$ cat config.mk
export PLATFORM = sky130hd
export DESIGN_NAME = nfa_symbol_matcher_top_flat
export DESIGN_NICKNAME = d
export VERILOG_FILES = /design/src/design/nsm_pkg.sv /design/src/design/nsm_cmd_if.sv /design/src/design/nsm_rsp_if.sv /design/src/design/nsm_cfg_if.sv /design/src/design/nsm_ram.sv /design/src/design/nsm_fire.sv /design/src/design/nfa_symbol_matcher_top.sv /design/src/flat_wrapper.sv
export SDC_FILE = /design/constraint.sdc
export NUM_CORES = 2
export LEC_CHECK = 0
export BUFFER_PORTS_ARGS = -buffer_cell sky130_fd_sc_hd__buf_4
export CAP_MARGIN = 20
export CORE_MARGIN = 3
export CORE_UTILIZATION = 36
export DETAILED_ROUTE_END_ITERATION = 8
export HOLD_SLACK_MARGIN = 0.05
export PLACE_DENSITY_LB_ADDON = 0.08
export SLEW_MARGIN = 20
export SYNTH_ARGS = -nofsm -noshare
export SYNTH_HDL_FRONTEND = slang
export SYNTH_SLANG_ARGS = --single-unit
$ cat constraint.sdc
create_clock -name clk -period 4.6 [get_ports clk]
set_input_delay 0.23 -clock clk [delete_from_list [all_inputs] [get_ports clk]]
set_output_delay 0.23 -clock clk [all_outputs]
set_load 0.02 [all_outputs]
$ cat src/design/nsm_pkg.sv
// ----------------------------------------------------------------------------
// nsm_pkg: shared types and constants of the NFA symbol matcher
// Sizes of the automaton, field widths, opcode and sequencer codes, and the
// layout of one stored transition.
// ----------------------------------------------------------------------------
package nsm_pkg;

    // Automaton size
    localparam int MAX_STATES      = 16;
    localparam int SLOTS_PER_STATE = 8;

    // Derived widths
    localparam int STATE_W   = (MAX_STATES > 1) ? $clog2(MAX_STATES) : 1;
    localparam int SLOT_W    = (SLOTS_PER_STATE > 1) ? $clog2(SLOTS_PER_STATE) : 1;
    localparam int SLOT_CNT_W = $clog2(SLOTS_PER_STATE + 1);
    localparam int NUM_W     = $clog2(MAX_STATES + 1);

    // Fixed field widths of the channels
    localparam int OPC_W     = 2;
    localparam int FROM_W    = 4;
    localparam int SLOT_IN_W = 3;
    localparam int SYM_W     = 8;
    localparam int TGT_W     = 4;
    localparam int ACT_W     = 16;
    localparam int SEEN_W    = 16;
    localparam int CFG_W     = 5;

    localparam logic [SEEN_W-1:0] SEEN_MAX = '1;

    // Item opcodes
    typedef enum logic [OPC_W-1:0] {
        OP_LOAD  = 2'd0,
        OP_CLEAR = 2'd1,
        OP_START = 2'd2,
        OP_FEED  = 2'd3
    } opcode_t;

    // Sequencer states
    typedef enum logic [1:0] {
        ST_IDLE,
        ST_EXEC,
        ST_FEED,
        ST_DONE
    } seq_state_t;

    // One stored transition (its valid bit lives in flip-flops)
    typedef struct packed {
        logic [SYM_W-1:0] symbol;
        logic [TGT_W-1:0] target;
    } entry_t;

    // Result of evaluating one slot row against the active set
    typedef struct packed {
        logic [MAX_STATES-1:0] next_bits;
        logic                  fired;
    } fire_res_t;

endpackage

$ cat src/design/nsm_cmd_if.sv
// ----------------------------------------------------------------------------
// nsm_cmd_if: command channel of the NFA symbol matcher
// Carries one command item: opcode and the fields of a load or feed.
// ----------------------------------------------------------------------------
interface nsm_cmd_if;
    import nsm_pkg::*;

    logic                 valid;
    logic                 ready;
    opcode_t              opcode;
    logic [FROM_W-1:0]    from_state;
    logic [SLOT_IN_W-1:0] slot;
    logic [SYM_W-1:0]     symbol;
    logic [TGT_W-1:0]     to_state;

    modport source (output valid, opcode, from_state, slot, symbol, to_state,
                    input ready);
    modport sink   (input valid, opcode, from_state, slot, symbol, to_state,
                    output ready);
endinterface

$ cat src/design/nsm_rsp_if.sv
// ----------------------------------------------------------------------------
// nsm_rsp_if: result channel of the NFA symbol matcher
// Carries one result item per command: active set, moved, accepted, count.
// ----------------------------------------------------------------------------
interface nsm_rsp_if;
    import nsm_pkg::*;

    logic              valid;
    logic              ready;
    logic [ACT_W-1:0]  active_states;
    logic              moved;
    logic              accepted;
    logic [SEEN_W-1:0] symbols_seen;

    modport source (output valid, active_states, moved, accepted, symbols_seen,
                    input ready);
    modport sink   (input valid, active_states, moved, accepted, symbols_seen,
                    output ready);
endinterface

$ cat src/design/nsm_cfg_if.sv
// ----------------------------------------------------------------------------
// nsm_cfg_if: configuration write channel of the NFA symbol matcher
// Carries the write data of the states_in_use register.
// ----------------------------------------------------------------------------
interface nsm_cfg_if;
    import nsm_pkg::*;

    logic             valid;
    logic             ready;
    logic [CFG_W-1:0] data;

    modport source (output valid, data, input ready);
    modport sink   (input valid, data, output ready);
endinterface

$ cat src/design/nsm_ram.sv
// ----------------------------------------------------------------------------
// nsm_ram: generic single-port-write RAM with registered read
// One write address and one read address per cycle; read data is registered.
// ----------------------------------------------------------------------------
module nsm_ram #(
    parameter int WIDTH = 8,
    parameter int DEPTH = 8
) (
    input  logic                                      clk,
    input  logic                                      we,
    input  logic [((DEPTH > 1) ? $clog2(DEPTH) : 1)-1:0] waddr,
    input  logic [WIDTH-1:0]                          wdata,
    input  logic [((DEPTH > 1) ? $clog2(DEPTH) : 1)-1:0] raddr,
    output logic [WIDTH-1:0]                          rdata
);

    logic [WIDTH-1:0] mem [DEPTH];

    // Write port
    always_ff @(posedge clk)
    begin
        if (we)
        begin
            mem[waddr] <= wdata;
        end
    end

    // Registered read port
    always_ff @(posedge clk)
    begin
        rdata <= mem[raddr];
    end

endmodule

$ cat src/design/nsm_fire.sv
// ----------------------------------------------------------------------------
// nsm_fire: slot-row evaluation unit
// Checks one transition slot of every state at once against the fed symbol
// and returns the targets reached and whether any transition fired.
// ----------------------------------------------------------------------------
module nsm_fire (
    input  nsm_pkg::entry_t                   row [nsm_pkg::MAX_STATES],
    input  logic [nsm_pkg::MAX_STATES-1:0]    row_valid,
    input  logic [nsm_pkg::MAX_STATES-1:0]    sources,
    input  logic [nsm_pkg::SYM_W-1:0]         symbol,
    input  logic [nsm_pkg::NUM_W-1:0]         num_states,
    output nsm_pkg::fire_res_t                res
);
    import nsm_pkg::*;

    logic [MAX_STATES-1:0] hit;

    // A slot fires when its source is active, it is valid and the symbol matches.
    always_comb
    begin
        for (int s = 0; s < MAX_STATES; s++)
        begin
            hit[s] = sources[s] && row_valid[s] && (row[s].symbol == symbol);
        end
    end

    // Decode each fired target; targets out of use add nothing.
    always_comb
    begin
        res.next_bits = '0;
        res.fired     = |hit;
        for (int s = 0; s < MAX_STATES; s++)
        begin
            if (hit[s] && (NUM_W'(row[s].target) < num_states)
                       && (int'(row[s].target) < MAX_STATES))
            begin
                res.next_bits[STATE_W'(row[s].target)] = 1'b1;
            end
        end
    end

endmodule

$ cat src/design/nfa_symbol_matcher_top.sv
// ----------------------------------------------------------------------------
// nfa_symbol_matcher_top: nondeterministic finite automaton simulator
// Steps an NFA over a byte string; the transition table is loaded by items.
// ----------------------------------------------------------------------------
// One command item is taken at a time and yields one result item. Load, clear
// and start items pass through the execute and done states before the next
// acceptance. A feed item walks the slots: the table is held as one
// RAM per state, all read at the same slot address, so one slot of every
// state is checked per cycle, and the slots are walked in turn. The result
// is held in an output register, so a new command is taken while the
// previous result still waits. Valid bits of the table sit in flip-flops and
// are cleared at once by reset and by a clear item; states_in_use may be
// written only while the block is idle.
// ----------------------------------------------------------------------------
module nfa_symbol_matcher_top (
    input logic      clk,
    input logic      rst_n,
    nsm_cmd_if.sink  cmd,
    nsm_rsp_if.source rsp,
    nsm_cfg_if.sink  cfg
);
    import nsm_pkg::*;

    // ------------------------------------------------------------------
    // Registers
    // ------------------------------------------------------------------
    seq_state_t state_reg, state_next;

    opcode_t              op_reg,   op_next;
    logic [FROM_W-1:0]    from_reg, from_next;
    logic [SLOT_IN_W-1:0] slot_reg, slot_next;
    logic [SYM_W-1:0]     sym_reg,  sym_next;
    logic [TGT_W-1:0]     to_reg,   to_next;

    logic [CFG_W-1:0]      states_cfg_reg;
    logic [MAX_STATES-1:0] active_reg, active_next;
    logic [SEEN_W-1:0]     count_reg, count_next;
    logic                  moved_reg, moved_next;

    logic [MAX_STATES-1:0] valid_reg [SLOTS_PER_STATE];
    logic [MAX_STATES-1:0] valid_next [SLOTS_PER_STATE];
    logic [MAX_STATES-1:0] vrow_reg, vrow_next;

    logic [SLOT_CNT_W-1:0] cnt_reg, cnt_next;
    logic                  pend_reg, pend_next;
    logic [MAX_STATES-1:0] acc_reg, acc_next;
    logic                  fired_reg, fired_next;

    logic                  rsp_valid_reg, rsp_valid_next;
    logic [ACT_W-1:0]      rsp_act_reg, rsp_act_next;
    logic                  rsp_moved_reg, rsp_moved_next;
    logic                  rsp_acc_reg, rsp_acc_next;
    logic [SEEN_W-1:0]     rsp_seen_reg, rsp_seen_next;

    // ------------------------------------------------------------------
    // Effective number of states in use and its mask
    // ------------------------------------------------------------------
    logic [NUM_W-1:0]      num_states;
    logic [MAX_STATES-1:0] state_mask;
    logic [MAX_STATES-1:0] active_masked;

    always_comb
    begin
        if (states_cfg_reg == '0)
        begin
            num_states = NUM_W'(1);
        end
        else if (int'(states_cfg_reg) > MAX_STATES)
        begin
            num_states = NUM_W'(MAX_STATES);
        end
        else
        begin
            num_states = NUM_W'(states_cfg_reg);
        end
        for (int s = 0; s < MAX_STATES; s++)
        begin
            state_mask[s] = (s < int'(num_states));
        end
    end

    assign active_masked = active_reg & state_mask;

    // ------------------------------------------------------------------
    // Transition storage: one RAM per source state, addressed by slot
    // ------------------------------------------------------------------
    logic                  load_ok;
    logic [SLOT_W-1:0]     rd_addr;
    logic [SLOT_W-1:0]     wr_addr;
    entry_t                wr_entry;
    entry_t                row_data [MAX_STATES];
    logic [MAX_STATES-1:0] ram_we;

    assign load_ok  = (int'(from_reg) < MAX_STATES) && (int'(slot_reg) < SLOTS_PER_STATE);
    assign rd_addr  = cnt_reg[SLOT_W-1:0];
    assign wr_addr  = SLOT_W'(slot_reg);
    assign wr_entry = '{symbol: sym_reg, target: to_reg};

    for (genvar s = 0; s < MAX_STATES; s++)
    begin : g_state_ram
        assign ram_we[s] = (state_reg == ST_EXEC) && (op_reg == OP_LOAD) && load_ok
                           && (int'(from_reg) == s);

        nsm_ram #(
            .WIDTH ($bits(entry_t)),
            .DEPTH (SLOTS_PER_STATE)
        ) u_ram (
            .clk   (clk),
            .we    (ram_we[s]),
            .waddr (wr_addr),
            .wdata (wr_entry),
            .raddr (rd_addr),
            .rdata (row_data[s])
        );
    end

    // ------------------------------------------------------------------
    // Shared slot-row evaluation unit
    // ------------------------------------------------------------------
    fire_res_t fire;

    nsm_fire u_fire (
        .row        (row_data),
        .row_valid  (vrow_reg),
        .sources    (active_masked),
        .symbol     (sym_reg),
        .num_states (num_states),
        .res        (fire)
    );

    // ------------------------------------------------------------------
    // Handshakes
    // ------------------------------------------------------------------
    logic cmd_take;
    logic rsp_free;

    assign cmd.ready = (state_reg == ST_IDLE);
    assign cmd_take  = cmd.valid && cmd.ready;
    assign rsp_free  = !rsp_valid_reg || rsp.ready;
    assign cfg.ready = 1'b1;

    assign rsp.valid         = rsp_valid_reg;
    assign rsp.active_states = rsp_act_reg;
    assign rsp.moved         = rsp_moved_reg;
    assign rsp.accepted      = rsp_acc_reg;
    assign rsp.symbols_seen  = rsp_seen_reg;

    // ------------------------------------------------------------------
    // Sequencer: next state and datapath control
    // ------------------------------------------------------------------
    always_comb
    begin
        state_next     = state_reg;
        op_next        = op_reg;
        from_next      = from_reg;
        slot_next      = slot_reg;
        sym_next       = sym_reg;
        to_next        = to_reg;
        active_next    = active_reg;
        count_next     = count_reg;
        moved_next     = moved_reg;
        valid_next     = valid_reg;
        vrow_next      = valid_reg[rd_addr];
        cnt_next       = cnt_reg;
        pend_next      = 1'b0;
        acc_next       = acc_reg;
        fired_next     = fired_reg;
        rsp_valid_next = rsp_valid_reg && !rsp.ready;
        rsp_act_next   = rsp_act_reg;
        rsp_moved_next = rsp_moved_reg;
        rsp_acc_next   = rsp_acc_reg;
        rsp_seen_next  = rsp_seen_reg;

        unique case (state_reg)
            ST_IDLE:
            begin
                if (cmd_take)
                begin
                    op_next    = cmd.opcode;
                    from_next  = cmd.from_state;
                    slot_next  = cmd.slot;
                    sym_next   = cmd.symbol;
                    to_next    = cmd.to_state;
                    cnt_next   = '0;
                    acc_next   = '0;
                    fired_next = 1'b0;
                    state_next = (cmd.opcode == OP_FEED) ? ST_FEED : ST_EXEC;
                end
            end

            ST_EXEC:
            begin
                unique case (op_reg)
                    OP_LOAD:
                    begin
                        if (load_ok)
                        begin
                            valid_next[wr_addr][STATE_W'(from_reg)] = 1'b1;
                        end
                    end
                    OP_CLEAR:
                    begin
                        for (int k = 0; k < SLOTS_PER_STATE; k++)
                        begin
                            valid_next[k] = '0;
                        end
                    end
                    OP_START:
                    begin
                        active_next = MAX_STATES'(1);
                        count_next  = '0;
                        moved_next  = 1'b1;
                    end
                    default:
                    begin
                    end
                endcase
                state_next = ST_DONE;
            end

            ST_FEED:
            begin
                // Issue one slot read per cycle; evaluate it the cycle after.
                if (int'(cnt_reg) < SLOTS_PER_STATE)
                begin
                    cnt_next  = cnt_reg + SLOT_CNT_W'(1);
                    pend_next = 1'b1;
                end
                if (pend_reg)
                begin
                    acc_next   = acc_reg | fire.next_bits;
                    fired_next = fired_reg | fire.fired;
                end
                else if (int'(cnt_reg) == SLOTS_PER_STATE)
                begin
                    active_next = acc_reg;
                    moved_next  = fired_reg;
                    if (count_reg != SEEN_MAX)
                    begin
                        count_next = count_reg + SEEN_W'(1);
                    end
                    state_next = ST_DONE;
                end
            end

            ST_DONE:
            begin
                // Drop states out of use and post the result.
                if (rsp_free)
                begin
                    active_next    = active_masked;
                    rsp_valid_next = 1'b1;
                    rsp_act_next   = ACT_W'(active_masked);
                    rsp_moved_next = moved_reg;
                    rsp_acc_next   = active_masked[STATE_W'(num_states - NUM_W'(1))];
                    rsp_seen_next  = count_reg;
                    state_next     = ST_IDLE;
                end
            end

            default:
            begin
                state_next = ST_IDLE;
            end
        endcase
    end

    // ------------------------------------------------------------------
    // Control registers
    // ------------------------------------------------------------------
    always_ff @(posedge clk or negedge rst_n)
    begin
        if (!rst_n)
        begin
            state_reg      <= ST_IDLE;
            states_cfg_reg <= CFG_W'(1);
            active_reg     <= MAX_STATES'(1);
            count_reg      <= '0;
            moved_reg      <= 1'b1;
            cnt_reg        <= '0;
            pend_reg       <= 1'b0;
            rsp_valid_reg  <= 1'b0;
            for (int k = 0; k < SLOTS_PER_STATE; k++)
            begin
                valid_reg[k] <= '0;
            end
        end
        else
        begin
            state_reg     <= state_next;
            active_reg    <= active_next;
            count_reg     <= count_next;
            moved_reg     <= moved_next;
            cnt_reg       <= cnt_next;
            pend_reg      <= pend_next;
            rsp_valid_reg <= rsp_valid_next;
            valid_reg     <= valid_next;
            if (cfg.valid && cfg.ready)
            begin
                states_cfg_reg <= cfg.data;
            end
        end
    end

    // ------------------------------------------------------------------
    // Payload registers
    // ------------------------------------------------------------------
    always_ff @(posedge clk)
    begin
        op_reg        <= op_next;
        from_reg      <= from_next;
        slot_reg      <= slot_next;
        sym_reg       <= sym_next;
        to_reg        <= to_next;
        vrow_reg      <= vrow_next;
        acc_reg       <= acc_next;
        fired_reg     <= fired_next;
        rsp_act_reg   <= rsp_act_next;
        rsp_moved_reg <= rsp_moved_next;
        rsp_acc_reg   <= rsp_acc_next;
        rsp_seen_reg  <= rsp_seen_next;
    end

    // ------------------------------------------------------------------
    // Assertions
    // ------------------------------------------------------------------
`ifndef SYNTHESIS
    // The block is not ready in the cycle after it takes a command.
    a_busy_after_take: assert property (@(posedge clk) disable iff (!rst_n)
        cmd_take |=> !cmd.ready)
        else $error("command accepted while previous one in progress");

    // The slot walk never runs past the last slot.
    a_cnt_range: assert property (@(posedge clk) disable iff (!rst_n)
        int'(cnt_reg) <= SLOTS_PER_STATE)
        else $error("slot counter out of range");

    // A pending slot evaluation only exists during a feed.
    a_pend_in_feed: assert property (@(posedge clk) disable iff (!rst_n)
        pend_reg |-> (state_reg == ST_FEED))
        else $error("slot evaluation outside feed");

    // After a result is posted, no state out of use remains active.
    a_active_masked: assert property (@(posedge clk) disable iff (!rst_n)
        (state_reg == ST_DONE && rsp_free) |=> ((active_reg & ~$past(state_mask)) == '0))
        else $error("active state beyond states in use");

    // A finished command posts its result and returns to idle.
    a_rsp_posted: assert property (@(posedge clk) disable iff (!rst_n)
        (state_reg == ST_DONE && rsp_free) |=> (rsp_valid_reg && state_reg == ST_IDLE))
        else $error("result not posted on completion");
`endif

endmodule
$ cat src/flat_wrapper.sv
// flat-port wrapper written by rule: the top's interface ports become plain ports
module nfa_symbol_matcher_top_flat import nsm_pkg::*;
  (clk, rst_n, cmd_valid, cmd_opcode, cmd_from_state, cmd_slot, cmd_symbol, cmd_to_state, cmd_ready, rsp_valid, rsp_active_states, rsp_moved, rsp_accepted, rsp_symbols_seen, rsp_ready, cfg_valid, cfg_data, cfg_ready);
  nsm_cmd_if cmd_i ();
  nsm_rsp_if rsp_i ();
  nsm_cfg_if cfg_i ();
  input logic clk;
  input logic rst_n;
  input wire logic [$bits(cmd_i.valid)-1:0] cmd_valid;
  input wire logic [$bits(cmd_i.opcode)-1:0] cmd_opcode;
  input wire logic [$bits(cmd_i.from_state)-1:0] cmd_from_state;
  input wire logic [$bits(cmd_i.slot)-1:0] cmd_slot;
  input wire logic [$bits(cmd_i.symbol)-1:0] cmd_symbol;
  input wire logic [$bits(cmd_i.to_state)-1:0] cmd_to_state;
  output wire logic [$bits(cmd_i.ready)-1:0] cmd_ready;
  output wire logic [$bits(rsp_i.valid)-1:0] rsp_valid;
  output wire logic [$bits(rsp_i.active_states)-1:0] rsp_active_states;
  output wire logic [$bits(rsp_i.moved)-1:0] rsp_moved;
  output wire logic [$bits(rsp_i.accepted)-1:0] rsp_accepted;
  output wire logic [$bits(rsp_i.symbols_seen)-1:0] rsp_symbols_seen;
  input wire logic [$bits(rsp_i.ready)-1:0] rsp_ready;
  input wire logic [$bits(cfg_i.valid)-1:0] cfg_valid;
  input wire logic [$bits(cfg_i.data)-1:0] cfg_data;
  output wire logic [$bits(cfg_i.ready)-1:0] cfg_ready;
  assign cmd_i.valid = cmd_valid;
  assign cmd_i.opcode = cmd_opcode;
  assign cmd_i.from_state = cmd_from_state;
  assign cmd_i.slot = cmd_slot;
  assign cmd_i.symbol = cmd_symbol;
  assign cmd_i.to_state = cmd_to_state;
  assign cmd_ready = cmd_i.ready;
  assign rsp_valid = rsp_i.valid;
  assign rsp_active_states = rsp_i.active_states;
  assign rsp_moved = rsp_i.moved;
  assign rsp_accepted = rsp_i.accepted;
  assign rsp_symbols_seen = rsp_i.symbols_seen;
  assign rsp_i.ready = rsp_ready;
  assign cfg_i.valid = cfg_valid;
  assign cfg_i.data = cfg_data;
  assign cfg_ready = cfg_i.ready;
  nfa_symbol_matcher_top u_core (.clk(clk), .rst_n(rst_n), .cmd(cmd_i), .rsp(rsp_i), .cfg(cfg_i));
endmodule
==> summary.md <==
| Metric | Value |
|---|---|
| Fraction of layout cells with a size suffix above 1 | 27.21% |
| Nets | 4,793 |
| Syn Nets | 4,439 |
| Multi-input logic area | 21,310 sq um |
| Synth cell count leaders | 1,608 x edfxtp_1, 418 x mux4_2, 232 x nor2_1 |
| Synth unique cells | 86 |
| Highest Clock Rate | 0.2333 GHz |
| CTS root buffer | clkbuf_16 |
| Setup Skew | 0.04891 ns |
| Critical Path Sink Type | flop |
| Drt wl/cell | 29.54 microns |
| Worst path required time | 5.14 ns |
| Post-CTS setup buffer count | 0 |
| Post-synth ARST share | 8.744% |
| I/O pins | 68 |
| Total Routing Usage GR | 20.34% |
| EDFF count, synth | 1,608 |
| Peak supply drop | 0.3648 mV |
| CTS max path bufs | 3 |
| Mapped Avg Cell Area | 18.16 sq um |
| Final Hold Viols | 0 |
| Number of routed nets with antenna violations | 0 |
| Setup TNS Final | 0 ns |
| Mapped Area | 79,090 sq um |
| R2R cell count | 10 |
| Seq/Total Area, Yosys | 71.82% |
| Htree depth | 4 |
| WL final | 229,200 microns |
| Slew Viols, Final | 0 |
| FF/Latch Area | 56,820 sq um |
| Final critical-path required period | 4.285 ns |
| Via count | 42,151 |
| Most area-consuming cells after synthesis | edfxtp_1 61%, mux4_2 12%, dfrtp_1 5.4% |
| Worst hold path class | input pin to flop |
| Post-route clock period utilization | 93.16% |
| Hold Crit Depth | 2 |
| Top FF cell, synth | edfxtp_1 |
| Met2 Use GR | 32.40% |
| Final setup viols | 0 |
| Crit Path Category | flop to flop |
| First-pass GRT wire length | 329,500 microns |
| Final HPWL DP | 143,200 microns |
| Global Route met1 Usage | 29.67% |
| Post_cts resized | 0 |
| Critical path launch point type | flop |
| Area growth syn-to-layout | 16.59% |
| Largest register FFs | 1,536 |
| Clock Sinks | 1,990 |
| TritonRoute pass-1 iters | 7 |
| RSZ-0062 raised after global routing | false |
| Clk slew on worst S/H paths | 0.06 ns |
| Synthesized flop and latch total | 1,990 |
| GP Congestion | 0.9522 |
| Placement Rows | 171 |
| Worst EP arrival | 4.83 ns |
| Mapped Cells | 4,355 |
| Grt ovf | 0 |
| Most common cell in the netlist | edfxtp_1 |
| Port Buffers | 66 |
| CTS tree | yes |
| Fin util | 42.34% |
| Post-route DRC | 0 |
| Vias/cell | 5.433 |
| Worst skew pair latency | 0.86 ns |
| Vias in the first global route | 43,113 |
| Leak | 30.99 nW |
| Synth warnings | 0 |
| Largest net degree at the start of global routing | 129 |
| M3 GR Usage | 2.770% |
| Initial antenna violation count | 11 |
| Global route hottest layer | met2 |
| Slew @ Worst Pin | 1.218 ns |
| Post-synth top area cell | edfxtp_1 |
| Die area | 225,400 sq um |
| MaxCap Viol Count | 0 |
| Core area | 217,800 sq um |
| Run status | finished clean |
| Die height | 474.7 microns |
| DR iter-0 viols | 3,639 |
| TritonCTS Buffers | 212 |
| CP Max Fanout | 16 |
| Synth top area share | 61.05% |
| Die X | 474.7 microns |
| Power per Cell Area | 554.7 nW/um^2 |
| Initial Util | 36.31% |
| Fillers | 19,262 |
| Slew HR | 16.67% |
[per-stage QoR]
| step | power, W | setup WS (ns) | instances | area, sq um | hold WS (ns) |
|---|---|---|---|---|---|
| 2_1_floorplan | 0.02993 | 0.3569 | 4355 | 79090 | -0.06559 |
| 3_3_place_gp | 0.03455 | 0.7151 | 7302 | 84600 | 0.2866 |
| 3_5_place_dp | 0.03445 | 0.6677 | 7303 | 84620 | 0.2886 |
| 4_1_cts | 0.05178 | 0.6483 | 7753 | 92200 | 0.06163 |
| 5_1_grt | 0.05335 | 0.3861 | 7754 | 92200 | 0.09278 |
| 6_report | 0.05115 | 0.3145 | 7759 | 92210 | 0.1312 |
[layout by cell type, fill, tap and decap left out, types with 45 or more instances in the layout]
master | netlist | routed
a21o_1 | 128 | 128
buf_4 | 3 | 287
clkbuf_1 | 138 | 56
clkbuf_16 | 0 | 215
clkbuf_8 | 0 | 46
dfrtp_1 | 171 | 167
dfxtp_1 | 208 | 208
dlygate4sd3_1 | 0 | 45
edfxtp_1 | 1608 | 1608
ha_1 | 53 | 52
mux2_2 | 213 | 213
mux4_2 | 418 | 418
nand2_1 | 108 | 102
nand3_1 | 107 | 105
nand4_1 | 91 | 91
nor2_1 | 232 | 232
nor2b_1 | 54 | 53
nor3_1 | 83 | 82
nor4_1 | 68 | 64
o21ai_0 | 45 | 45
xnor2_1 | 116 | 116
[worst max-delay path: stages, from the launching register on]
cell and delay [ns]:
dfrtp_1 0.79, nand2_1 0.37, buf_4 0.30, ha_1 0.31
o2111ai_1 0.11, a21oi_1 0.40, buf_4 0.27, or4_1 0.13
o21ai_0 0.12, a2111oi_0 0.99, a31oi_1 0.19
[routing by layer]
layer,wire length [microns],part of all wire [%],vias up
met5,0,0,-
met4,4792,2.1,0
met3,9336,4.1,299
met2,107700,47,1012
met1,107400,47,22540
li1,-,-,18300
[repair_timing]
| item | CTS | global route |
|---|---|---|
| hold endpoints to repair | 171 | 0 |
| setup endpoints to repair | 0 | 0 |
| hold buffers | 46 | 0 |
[path summary, 6_finish.rpt]
check                                    startpoint              endpoint  slack (ns)
max                        u_core.states_cfg_reg[3]     u_core.acc_reg[6]        0.31
min                                     cmd_slot[1]    u_core.slot_reg[1]        0.13
max reg2reg                u_core.states_cfg_reg[3]     u_core.acc_reg[6]        0.31
min reg2reg                    u_core.valid_reg[89]  u_core.valid_reg[89]        0.47
max in group asynchronous                     rst_n  u_core.valid_reg[19]        3.24
min in group asynchronous                     rst_n      u_core.moved_reg        0.58
[final cells by class]
class,count,share of cell area [%]
flip-flops and latches,1990,61.62
multi-input cells,2103,23.11
clock buffers,317,6.749
well taps,2854,3.872
repair buffers,364,3.522
clock inverters,87,0.9512
inverters,38,0.1574
diodes,6,0.01628
[where the power goes]
| part | internal, W | leakage [nW] | total, W | switching [W] |
|---|---|---|---|---|
| clock network | 0.00986 | 3.49 | 0.0171 | 0.00726 |
| logic | 0.00455 | 8.89 | 0.0110 | 0.00649 |
| registers | 0.0213 | 18.6 | 0.0230 | 0.00167 |
| total | 0.0357 | 31.0 | 0.0511 | 0.0154 |
[logic make-up (layout without fill, tap and decap cells)]
logic type               after synthesis  in the layout  synth area share, %
flip-flops                          1990           1990                71.82
multiplexers                         632            632                14.95
adder cells (fa/ha/maj)               53             53               0.8384
AND/OR/NAND/NOR                      884            884                5.831
XOR/XNOR                             139            139                1.539
AO/OA/AOI/OAI                        394            394                3.699
buffers and inverters                262            806                1.316
other                                  1              7             0.004741
No activity file was read; power rests on OpenSTA's default activity.
